--- src/hdl/psh_pkg.sv ---
// Package for the polynomial string hash core.
// Holds field widths, the hash multiplier, the config reset value,
// the sequencer state type and the remainder-unit control and status structs.
package psh_pkg;

    localparam int CHAR_W  = 8;
    localparam int HASH_W  = 31;
    localparam int ACC_W   = 32;
    localparam int CNT_W   = $clog2(ACC_W);

    localparam logic [ACC_W-1:0]  HASH_MULT        = ACC_W'(37);
    localparam logic [HASH_W-1:0] TABLE_SIZE_RESET = HASH_W'(1000000007);

    typedef enum logic [1:0] {
        ST_IDLE,
        ST_DIV,
        ST_FIX
    } state_t;

    typedef struct packed {
        logic load;   // capture magnitude and sign, clear remainder
        logic step;   // one shift-subtract iteration
        logic fix;    // steer subtractor to modulus - remainder
    } rem_ctrl_t;

    typedef struct packed {
        logic last_step;  // current step is the final iteration
    } rem_stat_t;

endpackage

--- src/hdl/psh_rem_unit.sv ---
// Iterative remainder unit: restoring shift-subtract, one bit per cycle.
// One shared subtractor serves both the iterations and the sign fix-up.
// Depends on psh_pkg.
module psh_rem_unit
    import psh_pkg::*;
(
    input  logic              aclk,
    input  logic              aresetn,
    input  rem_ctrl_t         ctrl,
    input  logic [ACC_W-1:0]  load_mag,
    input  logic              load_neg,
    input  logic [HASH_W-1:0] modulus,
    output rem_stat_t         stat,
    output logic [HASH_W-1:0] result
);

    logic [ACC_W-1:0] dvd_reg, dvd_next;
    logic [ACC_W-1:0] rem_reg, rem_next;
    logic             neg_reg, neg_next;
    logic [CNT_W-1:0] cnt_reg, cnt_next;

    logic [ACC_W-1:0] shifted;
    logic [ACC_W-1:0] sub_a, sub_b;
    logic [ACC_W:0]   diff;
    logic             borrow;

    assign shifted = {rem_reg[ACC_W-2:0], dvd_reg[ACC_W-1]};

    // Shared subtractor: iterate with shifted - modulus, fix with modulus - remainder.
    always_comb begin
        if (ctrl.fix) begin
            sub_a = {1'b0, modulus};
            sub_b = rem_reg;
        end else begin
            sub_a = shifted;
            sub_b = {1'b0, modulus};
        end
    end

    assign diff   = {1'b0, sub_a} - {1'b0, sub_b};
    assign borrow = diff[ACC_W];

    always_comb begin
        dvd_next = dvd_reg;
        rem_next = rem_reg;
        neg_next = neg_reg;
        cnt_next = cnt_reg;
        if (ctrl.load) begin
            dvd_next = load_mag;
            rem_next = '0;
            neg_next = load_neg;
            cnt_next = '0;
        end else if (ctrl.step) begin
            dvd_next = {dvd_reg[ACC_W-2:0], 1'b0};
            rem_next = borrow ? shifted : diff[ACC_W-1:0];
            cnt_next = cnt_reg + CNT_W'(1);
        end
    end

    always_ff @(posedge aclk) begin
        if (!aresetn) begin
            cnt_reg <= '0;
        end else begin
            cnt_reg <= cnt_next;
        end
        dvd_reg <= dvd_next;
        rem_reg <= rem_next;
        neg_reg <= neg_next;
    end

    assign stat.last_step = (cnt_reg == CNT_W'(ACC_W - 1));

    // Negative dividend with nonzero remainder: take modulus - remainder.
    assign result = (neg_reg && (rem_reg != '0)) ? diff[HASH_W-1:0] : rem_reg[HASH_W-1:0];

endmodule

--- src/hdl/polynomial_string_hash_mod_core.sv ---
// Top level of the polynomial string hash core (multiplier 37, reduced mod table size).
// Instantiates psh_rem_unit; depends on psh_pkg.
//
// Usage:
//   Input stream (s_*): one key character per transaction, s_tdata = char_code
//   (signed 8 bit), s_tlast marks the final character of the key.
//   Output stream (m_*): one transaction per key, m_tdata = hash_value in
//   0 .. table_size-1, zero-padded to 32 bits.
//   Config: cfg_wr_en/cfg_wr_data write table_size; write only while idle.
//
// Timing:
//   A non-final character is folded into the accumulator in the cycle it is
//   accepted (acc = 37*acc + char), so characters stream at one per cycle while idle.
//   A final character starts a 32-iteration restoring remainder in the shared
//   subtractor, then a fix-up step; s_tready stays low until the result is
//   loaded into the output register.
//   The 32-bit width of the accumulator sets the iteration count.
//
// Reset and stall:
//   Reset clears the accumulator, sets table_size to 1000000007, empties the
//   output register. The output register holds the result while m_tready is
//   low; new characters are still taken meanwhile, and a second finished key
//   waits in the fix-up state until the output register frees up.
module polynomial_string_hash_mod_core
    import psh_pkg::*;
(
    input  logic        aclk,
    input  logic        aresetn,
    // slave stream
    input  logic        s_tvalid,
    output logic        s_tready,
    input  logic [7:0]  s_tdata,   // [7:0] char_code
    input  logic        s_tlast,   // last_char
    // master stream
    output logic        m_tvalid,
    input  logic        m_tready,
    output logic [31:0] m_tdata,   // [30:0] hash_value, [31] zero
    // configuration
    input  logic        cfg_wr_en,
    input  logic [30:0] cfg_wr_data // table_size
);

    state_t state_reg, state_next;

    logic [ACC_W-1:0]  acc_reg, acc_next;
    logic [HASH_W-1:0] table_size_reg;
    logic              m_valid_reg, m_valid_next;
    logic [HASH_W-1:0] m_data_reg, m_data_next;

    rem_ctrl_t         rem_ctrl;
    rem_stat_t         rem_stat;
    logic [HASH_W-1:0] rem_result;

    logic              in_xact;
    logic              out_free;
    logic              out_load;
    logic [ACC_W-1:0]  acc_upd;
    logic [ACC_W-1:0]  acc_mag;

    // Accumulator update: wrap to 32 bits, character sign-extended.
    assign acc_upd = ACC_W'(acc_reg * HASH_MULT)
                   + {{(ACC_W-CHAR_W){s_tdata[CHAR_W-1]}}, s_tdata};
    assign acc_mag = acc_upd[ACC_W-1] ? (~acc_upd + ACC_W'(1)) : acc_upd;

    assign in_xact  = s_tvalid && s_tready;
    assign out_free = !m_valid_reg || m_tready;

    // Next-state logic
    always_comb begin
        state_next = state_reg;
        unique case (state_reg)
            ST_IDLE: begin
                if (in_xact && s_tlast) state_next = ST_DIV;
            end
            ST_DIV: begin
                if (rem_stat.last_step) state_next = ST_FIX;
            end
            ST_FIX: begin
                if (out_free) state_next = ST_IDLE;
            end
            default: state_next = ST_IDLE;
        endcase
    end

    // Output / control logic
    always_comb begin
        s_tready      = 1'b0;
        rem_ctrl      = '0;
        out_load      = 1'b0;
        unique case (state_reg)
            ST_IDLE: begin
                s_tready      = aresetn;
                rem_ctrl.load = in_xact && s_tlast;
            end
            ST_DIV: begin
                rem_ctrl.step = 1'b1;
            end
            ST_FIX: begin
                rem_ctrl.fix = 1'b1;
                out_load     = out_free;
            end
            default: ;
        endcase
    end

    // Fold the character in; clear after the final one of a key.
    always_comb begin
        acc_next = acc_reg;
        if (in_xact) begin
            acc_next = s_tlast ? '0 : acc_upd;
        end
    end

    // Output register: load the fixed-up remainder, drop on a taken transaction.
    always_comb begin
        m_valid_next = m_valid_reg;
        m_data_next  = m_data_reg;
        if (m_valid_reg && m_tready) m_valid_next = 1'b0;
        if (out_load) begin
            m_valid_next = 1'b1;
            // zero table size is out of range; report zero
            m_data_next  = (table_size_reg == '0) ? '0 : rem_result;
        end
    end

    always_ff @(posedge aclk) begin
        if (!aresetn) begin
            state_reg      <= ST_IDLE;
            acc_reg        <= '0;
            table_size_reg <= TABLE_SIZE_RESET;
            m_valid_reg    <= 1'b0;
        end else begin
            state_reg   <= state_next;
            acc_reg     <= acc_next;
            m_valid_reg <= m_valid_next;
            if (cfg_wr_en) table_size_reg <= cfg_wr_data;
        end
        m_data_reg <= m_data_next;
    end

    psh_rem_unit u_rem (
        .aclk     (aclk),
        .aresetn  (aresetn),
        .ctrl     (rem_ctrl),
        .load_mag (acc_mag),
        .load_neg (acc_upd[ACC_W-1]),
        .modulus  (table_size_reg),
        .stat     (rem_stat),
        .result   (rem_result)
    );

    assign m_tvalid = m_valid_reg;
    assign m_tdata  = {1'b0, m_data_reg};

endmodule
--- config.mk ---
export PLATFORM = sky130hd
export DESIGN_NAME = polynomial_string_hash_mod_core
export DESIGN_NICKNAME = d
export VERILOG_FILES = /design/src/hdl/psh_pkg.sv /design/src/hdl/psh_rem_unit.sv /design/src/hdl/polynomial_string_hash_mod_core.sv
export SDC_FILE = /design/constraint.sdc
export NUM_CORES = 1
export LEC_CHECK = 0
export BUFFER_PORTS_ARGS = -buffer_cell sky130_fd_sc_hd__buf_4
export CORE_ASPECT_RATIO = 0.5
export CORE_UTILIZATION = 40
export DETAILED_ROUTE_END_ITERATION = 7
export PLACE_DENSITY = 0.54
export SLEW_MARGIN = 20
export SYNTH_ARGS = -nofsm -noshare
export SYNTH_HDL_FRONTEND = slang
export SYNTH_SLANG_ARGS = --single-unit
export TNS_END_PERCENT = 20
--- constraint.sdc ---
create_clock -name aclk -period 11.35 [get_ports aclk]
set_input_delay 0.5675 -clock aclk [delete_from_list [all_inputs] [get_ports aclk]]
set_output_delay 0.5675 -clock aclk [all_outputs]
set_load 0.05 [all_outputs]
# After elaboration in Yosys (flattened, before gate mapping)
# Cells that the tools add are included.
# W data, S select, Z words.
[totals]
ff_bits = 167
inputBits = 45
elab_cells = 54
[classes]
muxes = 19
reduce_logical = 13
addsub = 4
mul = 1
bitwise_logic = 2
eq_ne = 6
[op_table]
columns = ["op", "count"]
rows = [
  ["$mux W32", 7],
  ["$sub A32 B32 Y33", 1],
  ["$add A32 B1 Y32 const B", 1],
  ["$add A32 B32 Y32", 1],
  ["$mul A32 B6 Y32 const B", 1],
  ["$not A32 Y32", 1],
  ["$reduce_bool A32 Y1", 1],
  ["$logic_not A31 Y1", 1],
  ["$mux W31", 1],
  ["$mux W1", 7],
  ["$mux W2", 3],
  ["$ne A2 B2 Y1 const B", 3],
  ["$pmux W2 S3", 1],
  ["$add A5 B1 Y5 const B", 1],
  ["$eq A5 B5 Y1 const B", 1],
  ["$logic_and A1 B1 Y1", 4],
  ["$reduce_bool A2 Y1", 2],
  ["$reduce_and A3 Y1", 1],
  ["$eq A2 B1 Y1 const B", 1],
  ["$eq A2 B2 Y1 const B", 1],
  ["$logic_not A2 Y1", 1],
  ["$reduce_or A2 Y1", 1],
  ["$logic_not A1 Y1", 1],
  ["$logic_or A1 B1 Y1", 1],
  ["$not A1 Y1", 1],
]

# Logic depth before layout (Yosys ltp)
# Gate-level depths: netlist of the first run.
[logic_depth]
ltp_word = 6
ltp_mapped = 20

# Cells and area by module
# Synthesis of the first run repeated with hierarchy kept, for this count alone.
[hier_totals]
cells_unflattened = 1511
area_unflattened_um2 = 14268.7
[modules_own_cells]
columns = ["module", "seq_area_each_um2", "instances", "area_per_inst_um2", "cells_per_inst"]
rows = [
  ["polynomial_string_hash_mod_core", 2252.2, 1, 8414.3, 892],
  ["psh_rem_unit", 1731.7, 1, 5854.4, 619],
]

# Worst setup path before layout of the first run
# No wires, ideal clock.
[synth_path]
kind = "register to register"
start = "reg acc_reg[5]"
end = "reg u_rem.dvd_reg[24], data pin"
stages_incl_launch_ff = 20
slack_ns = 6.385
required_time_ns = 11.090
t_arrival_ns = 4.705
n_path_buf = 2
setup_ns = 0.260
path_cell_list = "dfxtp_1 -> ha_1 -> ha_1 -> fa_1 -> inv_1 -> fa_1 -> inv_1 -> ha_1 -> buf_4 -> and2_4 -> buf_6 -> o2111a_1 -> a21o_1 -> a2111o_1 -> o311ai_1 -> or2b_1 -> nor4_4 -> a21oi_1 -> xor2_1 -> mux2_4"
[synth_between]
elab_chain_cells = 6
[synth_lines]
columns = ["item", "line", "rtl"]
rows = [
  ["start: declaration", "polynomial_string_hash_mod_core.sv:45", "logic [ACC_W-1:0] acc_reg, acc_next;"],
  ["start signal: assignment", "polynomial_string_hash_mod_core.sv:134", "acc_reg <= acc_next;"],
  ["$mul A32 B6 Y32 *", "polynomial_string_hash_mod_core.sv:61", "assign acc_upd = ACC_W'(acc_reg * HASH_MULT)"],
  ["$add A32 B32 Y32 *", "polynomial_string_hash_mod_core.sv:62", "+ {{(ACC_W-CHAR_W){s_tdata[CHAR_W-1]}}, s_tdata};"],
  ["$not A32 Y32", "polynomial_string_hash_mod_core.sv:63", "assign acc_mag = acc_upd[ACC_W-1] ? (~acc_upd + ACC_W'(1)) : acc_upd;"],
  ["$add A32 B1 Y32", "polynomial_string_hash_mod_core.sv:63", ""],
  ["$mux W32 *", "polynomial_string_hash_mod_core.sv:63", ""],
  ["$mux W32 *", "psh_rem_unit.sv:48", "if (ctrl.load) begin"],
  ["via u_rem.dvd_next[24]", "psh_rem_unit.sv:17", "logic [ACC_W-1:0] dvd_reg, dvd_next;"],
  ["end signal: assignment", "psh_rem_unit.sv:66", "dvd_reg <= dvd_next;"],
  ["end: declaration", "psh_rem_unit.sv:17", ""],
]
# The timed path passes the listed nets; every way through them passes the cells marked *.
# A chain may end at the register's enable or synchronous reset.

# Final worst setup path of the first run
[layout_path]
start = "reg acc_reg[14]"
end = "reg u_rem.dvd_reg[16], data pin"
[layout_between]
elab_cells_between_ends = 6
cone_classes = "2 x add/sub; 1 x mul; 2 x mux; 1 x bitwise"
[layout_lines]
columns = ["item", "line", "rtl"]
rows = [
  ["$mul A32 B6 Y32", "polynomial_string_hash_mod_core.sv:61", ""],
  ["$add A32 B32 Y32", "polynomial_string_hash_mod_core.sv:62", ""],
  ["via u_rem.load_neg", "psh_rem_unit.sv:11", "input logic load_neg,"],
  ["$mux W32", "polynomial_string_hash_mod_core.sv:63", ""],
  ["$mux W32", "psh_rem_unit.sv:48", ""],
  ["via u_rem.dvd_next[16]", "psh_rem_unit.sv:17", ""],
]
# The timed path passes the listed nets, and every way through them passes these cells.

==> flow_metrics.tcl, run 1 <==
set metrics [dict create \
    status "finished, final reports clean" \
    cp-end-kind "flip-flop" \
    antenna_found_initial 0 \
    synth_area_per_cell_um2 8.69 \
    synth_edf_count 64 \
    final_util 0.457 \
    drive_above_1_share 0.0964 \
    hpwl_mm 28.2 \
    crit_fanout 28 \
    cts_root_buf "clkbuf_16" \
    postCtsResizedCells 0 \
    placementRows 48 \
    synth_async_sr_flop_share 0 \
    first_global_vias 11903 \
    final_common_cell "nand2_1" \
    whs_ns 0.325 \
    regArea_mm2 0.00398 \
    grt_max_degree 87 \
    maxSlewHeadroom 0.311 \
    hold_viol_final 0 \
    drc_errors 0 \
    yosys_warnings 0 \
    min_to "table_size_reg[23]" \
    clk_path_buf_depth 2 \
    wire_per_inst_um 17.8 \
    port_buffers 77 \
    worstSetupPathType "reg -> reg" \
    via_count 11893 \
    num-fill-cells 3405 \
    overflow 0 \
    multi_input_area_mm2 0.00966 \
    totalWireLength_mm 38.7 \
    vdd_drop_max_v 0.000123 \
    worst_pin_slew_ns 1.03 \
    die_h_um 136 \
    cts_tree "done" \
    cts_buffers 17 \
    post_drt_via_cell_ratio 5.47 \
    synth_seq_cells 167 \
    drtIter0Drc 813 \
    synthFlopType "dfxtp_1" \
    fmax_ghz 0.177 \
    postPlaceCellArea_mm2 0.0154 \
    ff2ff_setup_slack_ns 5.71 \
    post-route-cell-area_mm2 0.0160 \
    hold_path_depth 3 \
    fin_skew_ns 0.0158 \
    io_pins 79 \
    dieArea_mm2 0.0370 \
    ff2ff_path_depth 18 \
    grt_pass1_wl_mm 63.1 \
    cp.arrival_ns 5.84 \
    first_pass_iters 6 \
    fp.dieW_um 271 \
    cts_hold_buf 0 \
    r2r_start "acc_reg[14]" \
    fin_setup_tns_ns 0 \
    core-area_mm2 0.0350 \
    ys_seq_area_frac 0.275 \
    maxSlewViolCount 0 \
    netlist_area_mm2 0.0145 \
    drv_cap 0 \
    clk_latency_ns 0.46 \
    total_power_w 0.00298 \
    p_leak_nw 7.16 \
    postRouteAntennaNets 0 \
    setup_violations 0 \
    postCtsSetupBuffers 0 \
    diodes 0 \
    syn-num-nets 1890 \
    critPathLaunchType "flip-flop" \
    gp_congestion 0.881 \
    required_ns 11.55 \
    h-tree-depth 4 \
    period_minus_slack_ns 5.64 \
    hp-class "in -> reg" \
    netlist-cell-type-count 90 \
    start_util 0.413 \
    power_density_mw_per_mm2 186 \
    clk_pin_slew_ns 0.07 \
    hold_start "cfg_wr_data[23]" \
    cts.sinks 167 \
    track_usage 0.216 \
    num-nets-final 1913 \
    final_cell_mix "197 x nand2_1, 137 x inv_1, 126 x ha_1, 121 x mux2i_1, 103 x dfxtp_1" \
    area_growth_syn_to_layout_pct 10.6 \
    fin_crit_sh 0.497 \
    reg2reg_to "u_rem.dvd_reg[16]" \
    syn_inst 1665 \
    rsz0062_at_grt "false" \
]
per-layer routing:
| metal | share of wire | up-vias | global-route usage | wire length [um] |
|---|---|---|---|---|
| met1 | 0.50 | 5717 | 0.300 | 19300 |
| met5 | 0 | - | 0 | 0 |
| met3 | 0.033 | 37 | 0.0298 | 1280 |
| met2 | 0.45 | 232 | 0.350 | 17500 |
| li1 | - | 5907 | - | - |
| met4 | 0.015 | 0 | 0.0621 | 561 |
cells by family (layout without fill, tap and decap cells):
group / after synthesis / count (layout) / synth area share
AO/OA/AOI/OAI: 358 / 358 / 0.163
multiplexers: 123 / 123 / 0.0855
adder cells (fa/ha/maj): 180 / 180 / 0.184
flip-flops: 167 / 167 / 0.275
other: 1 / 1 / 0.000259
XOR/XNOR: 75 / 75 / 0.0472
buffers and inverters: 225 / 261 / 0.0605
AND/OR/NAND/NOR: 536 / 536 / 0.184
worst max path at each step:
| stage | slack (ns) | endpoint | cells past startpoint | from |
|---|---|---|---|---|
| floorplan | 6.38 | u_rem.dvd_reg[24] | 19 | acc_reg[5] |
| global placement | 5.92 | u_rem.dvd_reg[16] | 18 | acc_reg[14] |
| detailed placement | 5.81 | u_rem.dvd_reg[16] | 18 | acc_reg[12] |
| CTS | 5.78 | u_rem.dvd_reg[24] | 17 | acc_reg[8] |
| global route | 5.42 | u_rem.dvd_reg[24] | 17 | acc_reg[6] |
| finish | 5.71 | u_rem.dvd_reg[16] | 18 | acc_reg[14] |
cell type report:
type | instances | area share
Inverter | 139 | 0.0326
Clock buffer | 19 | 0.0284
Sequential cell | 167 | 0.249
Tap cell | 475 | 0.0372
Timing Repair Buffer | 90 | 0.0422
Multi-Input combinational cell | 1273 | 0.604
Clock inverter | 13 | 0.00680
critical path, cell delays in order (launching register included):
cell     delay, ns
dfxtp_1       0.42
ha_1          0.29
ha_1          0.31
fa_1          0.55
inv_1         0.06
fa_1          0.49
inv_1         0.05
ha_1          0.41
a21oi_1       0.23
o21ai_1       0.26
or2_2         0.37
o21ai_2       0.23
o211a_2       0.26
o21ai_2       0.10
xnor2_4       0.62
inv_2         0.25
and3_1        0.21
o21ai_0       0.18
nand2_1       0.09
Yosys cell counts (all sizes together) (25+ instances only):
cell / n / share of area
nor4: 25 / 0.015
edfxtp: 64 / 0.13
nand3: 50 / 0.018
o21ai: 109 / 0.038
nor3: 29 / 0.010
a21oi: 72 / 0.025
clkbuf: 62 / 0.016
dfxtp: 103 / 0.14
ha: 126 / 0.11
a21o: 30 / 0.016
nor2: 94 / 0.024
xnor2: 50 / 0.032
a22oi: 25 / 0.013
nor2b: 63 / 0.028
inv: 138 / 0.036
xor2: 25 / 0.016
fa: 54 / 0.075
nand2: 197 / 0.051
mux2i: 121 / 0.084
metrics by stage:
| step | setup WS [ns] | std cells |
|---|---|---|
| floorplan | 6.38 | 1665 |
| global placement | 5.92 | 2144 |
| detailed placement | 5.81 | 2144 |
| CTS | 5.78 | 2176 |
| global route | 5.42 | 2176 |
| finish | 5.71 | 2176 |
where the power goes:
group          internal [W]  switching [W]  total [W]
registers          0.000737       0.000111   0.000847
clock network      0.000299       0.000291   0.000590
logic              0.000622       0.000919    0.00154
total               0.00166        0.00132    0.00298
Note: power is estimated with default switching activity, not from simulation.
==> run 2: changes to the inputs <==
--- a/config.mk
+++ b/config.mk
@@ -9,7 +9,7 @@
 export CORE_ASPECT_RATIO = 0.5
 export CORE_UTILIZATION = 40
 export DETAILED_ROUTE_END_ITERATION = 7
-export PLACE_DENSITY = 0.54
+export PLACE_DENSITY = 0.56
 export SLEW_MARGIN = 20
 export SYNTH_ARGS = -nofsm -noshare
 export SYNTH_HDL_FRONTEND = slang
==> constraint.sdc (replaced) <==
create_clock -name aclk -period 4.8 [get_ports aclk]
set_input_delay 0.24 -clock aclk [delete_from_list [all_inputs] [get_ports aclk]]
set_output_delay 0.24 -clock aclk [all_outputs]
set_load 0.05 [all_outputs]
==> flow_metrics.tcl, run 2 (synthesis gave the netlist of run 1 again) <==
set metrics [dict create \
    status "finished, violations left" \
    failed_checks "setup timing" \
    diodes 0 \
    min_to "table_size_reg[17]" \
    drc_errors 0 \
    period_minus_slack_ns 4.92 \
    fmax_ghz 0.203 \
    ff2ff_path_depth 20 \
    worstSetupPathType "reg -> reg" \
    first_pass_iters 5 \
    totalWireLength_mm 40.4 \
    fin_setup_tns_ns -0.433 \
    gp_congestion 0.900 \
    num-nets-final 2090 \
    io_pins 79 \
    core-area_mm2 0.0350 \
    drive_above_1_share 0.235 \
    wire_per_inst_um 17.2 \
    crit_fanout 3 \
    drtIter0Drc 760 \
    antenna_found_initial 0 \
    track_usage 0.223 \
    cts_buffers 17 \
    ff2ff_setup_slack_ns -0.12 \
    placementRows 48 \
    dieArea_mm2 0.0370 \
    hold_viol_final 0 \
    final_cell_mix "245 x buf_4, 191 x nand2_1, 132 x inv_1, 121 x mux2i_1" \
    fin_skew_ns 0.0237 \
    r2r_start "acc_reg[6]" \
    final_common_cell "buf_4" \
    cp.arrival_ns 5.11 \
    fp.dieW_um 271 \
    area_growth_syn_to_layout_pct 26.4 \
    postRouteAntennaNets 0 \
    post_drt_via_cell_ratio 5.33 \
    p_leak_nw 8.05 \
    dp_slack_ns -0.247 \
    rsz0062_at_grt "true" \
    port_buffers 77 \
    overflow 0 \
    critPathLaunchType "flip-flop" \
    grt_max_degree 83 \
    fin_crit_sh 1.03 \
    cp-end-kind "flip-flop" \
    grt_pass1_wl_mm 65.5 \
    cts.sinks 167 \
    die_h_um 136 \
    clk_path_buf_depth 2 \
    clk_pin_slew_ns 0.08 \
    required_ns 4.99 \
    cts_root_buf "clkbuf_16" \
    h-tree-depth 4 \
    via_count 12545 \
    start_util 0.413 \
    cts_tree "done" \
    final_util 0.522 \
    maxSlewHeadroom 0.258 \
    hp-class "in -> reg" \
    worst_pin_slew_ns 1.11 \
    hold_path_depth 3 \
    fin_ws_ns -0.121 \
    first_global_vias 12396 \
    maxSlewViolCount 0 \
    hold_start "cfg_wr_data[17]" \
    hpwl_mm 29.9 \
    drv_cap 0 \
    vdd_drop_max_v 0.000309 \
    clk_latency_ns 0.46 \
    reg2reg_to "u_rem.dvd_reg[30]" \
    setup_violations 6 \
    power_density_mw_per_mm2 429 \
]
## run 2: changes by cell type in the layout (fill, tap and decap cells not counted), moves of 6 or more
cell	previous run	this run
buf_4	90	245
ha_1	126	87
ha_4	0	38
dfxtp_1	103	89
buf_6	0	11
dlygate4sd3_1	0	10
a21oi_1	71	62
dfxtp_2	0	8
a21oi_2	1	7
dfxtp_4	0	6
nand2_1	197	191
o21ai_0	92	86
## run 2: critical path: stages, from the launching register on
cell and delay, ns:
dfxtp_4 0.37, ha_4 0.25, ha_4 0.26, inv_2 0.03
fa_1 0.47, fa_1 0.53, inv_2 0.05, ha_4 0.25
buf_6 0.12, nand3_4 0.05, nor2_2 0.04, o31a_1 0.36
buf_6 0.15, or4_4 0.49, nand3_4 0.11, nand4_4 0.14
buf_6 0.16, nor4_4 0.29, and4bb_1 0.25, mux2i_1 0.18
nand3_1 0.09
## run 2: how the worst max path moves through the flow
stage                start  slack, ns           endpoint
6_report        acc_reg[6]      -0.12  u_rem.dvd_reg[30]
5_1_grt         acc_reg[6]      -0.27  u_rem.dvd_reg[30]
3_5_place_dp   acc_reg[15]      -0.25  u_rem.dvd_reg[29]
2_1_floorplan  acc_reg[13]       0.02  u_rem.dvd_reg[30]
4_1_cts         acc_reg[6]     0.0004  u_rem.dvd_reg[28]
3_3_place_gp   acc_reg[14]      -0.18  u_rem.dvd_reg[12]
## run 2: layer usage
| layer | global-route usage | wire length (um) | share of wire | vias to the layer above |
|---|---|---|---|---|
| li1 | - | - | - | 6259 |
| met1 | 0.308 | 20100 | 0.50 | 6023 |
| met2 | 0.360 | 18200 | 0.45 | 217 |
| met3 | 0.0295 | 1330 | 0.033 | 46 |
| met4 | 0.0700 | 793 | 0.020 | 0 |
| met5 | 0 | 0 | 0 | - |
## run 2: timing repair
action | CTS | global route
endpoints found under the hold margin | 10 | 0
buffers inserted | 29 | 9
pin swaps | 44 | 46
gates resized for setup | 107 | 35
hold buffers | 10 | 0
endpoints found under the setup margin | 33 | 31
## run 2: report_power, final
part           internal, W  switching [W]  total [W]
sequential         0.00174       0.000271    0.00201
clock             0.000750       0.000667    0.00142
combinational      0.00199        0.00241    0.00441
## run 2: layout make-up
class / count / area (um2)
Multi-Input combinational cell: 1273 / 10500
Timing Repair Buffer: 267 / 2080
Fill cell: 3210 / 16700
Inverter: 139 / 522
Tap cell: 475 / 594
Sequential cell: 167 / 4020
Clock inverter: 12 / 113
Clock buffer: 20 / 457
## run 2: through the flow
| step | hold WS [ns] | cell area, um2 | instances | total power [W] |
|---|---|---|---|---|
| after global routing | 0.0185 | 18300 | 2353 | 0.00840 |
| after global placement | 0.447 | 16500 | 2276 | 0.00599 |
| after detailed placement | 0.463 | 16500 | 2276 | 0.00604 |
| after floorplan | 0.369 | 14500 | 1665 | 0.00477 |
| final | 0.0121 | 18300 | 2353 | 0.00784 |
| after CTS | 0.00236 | 18000 | 2346 | 0.00774 |
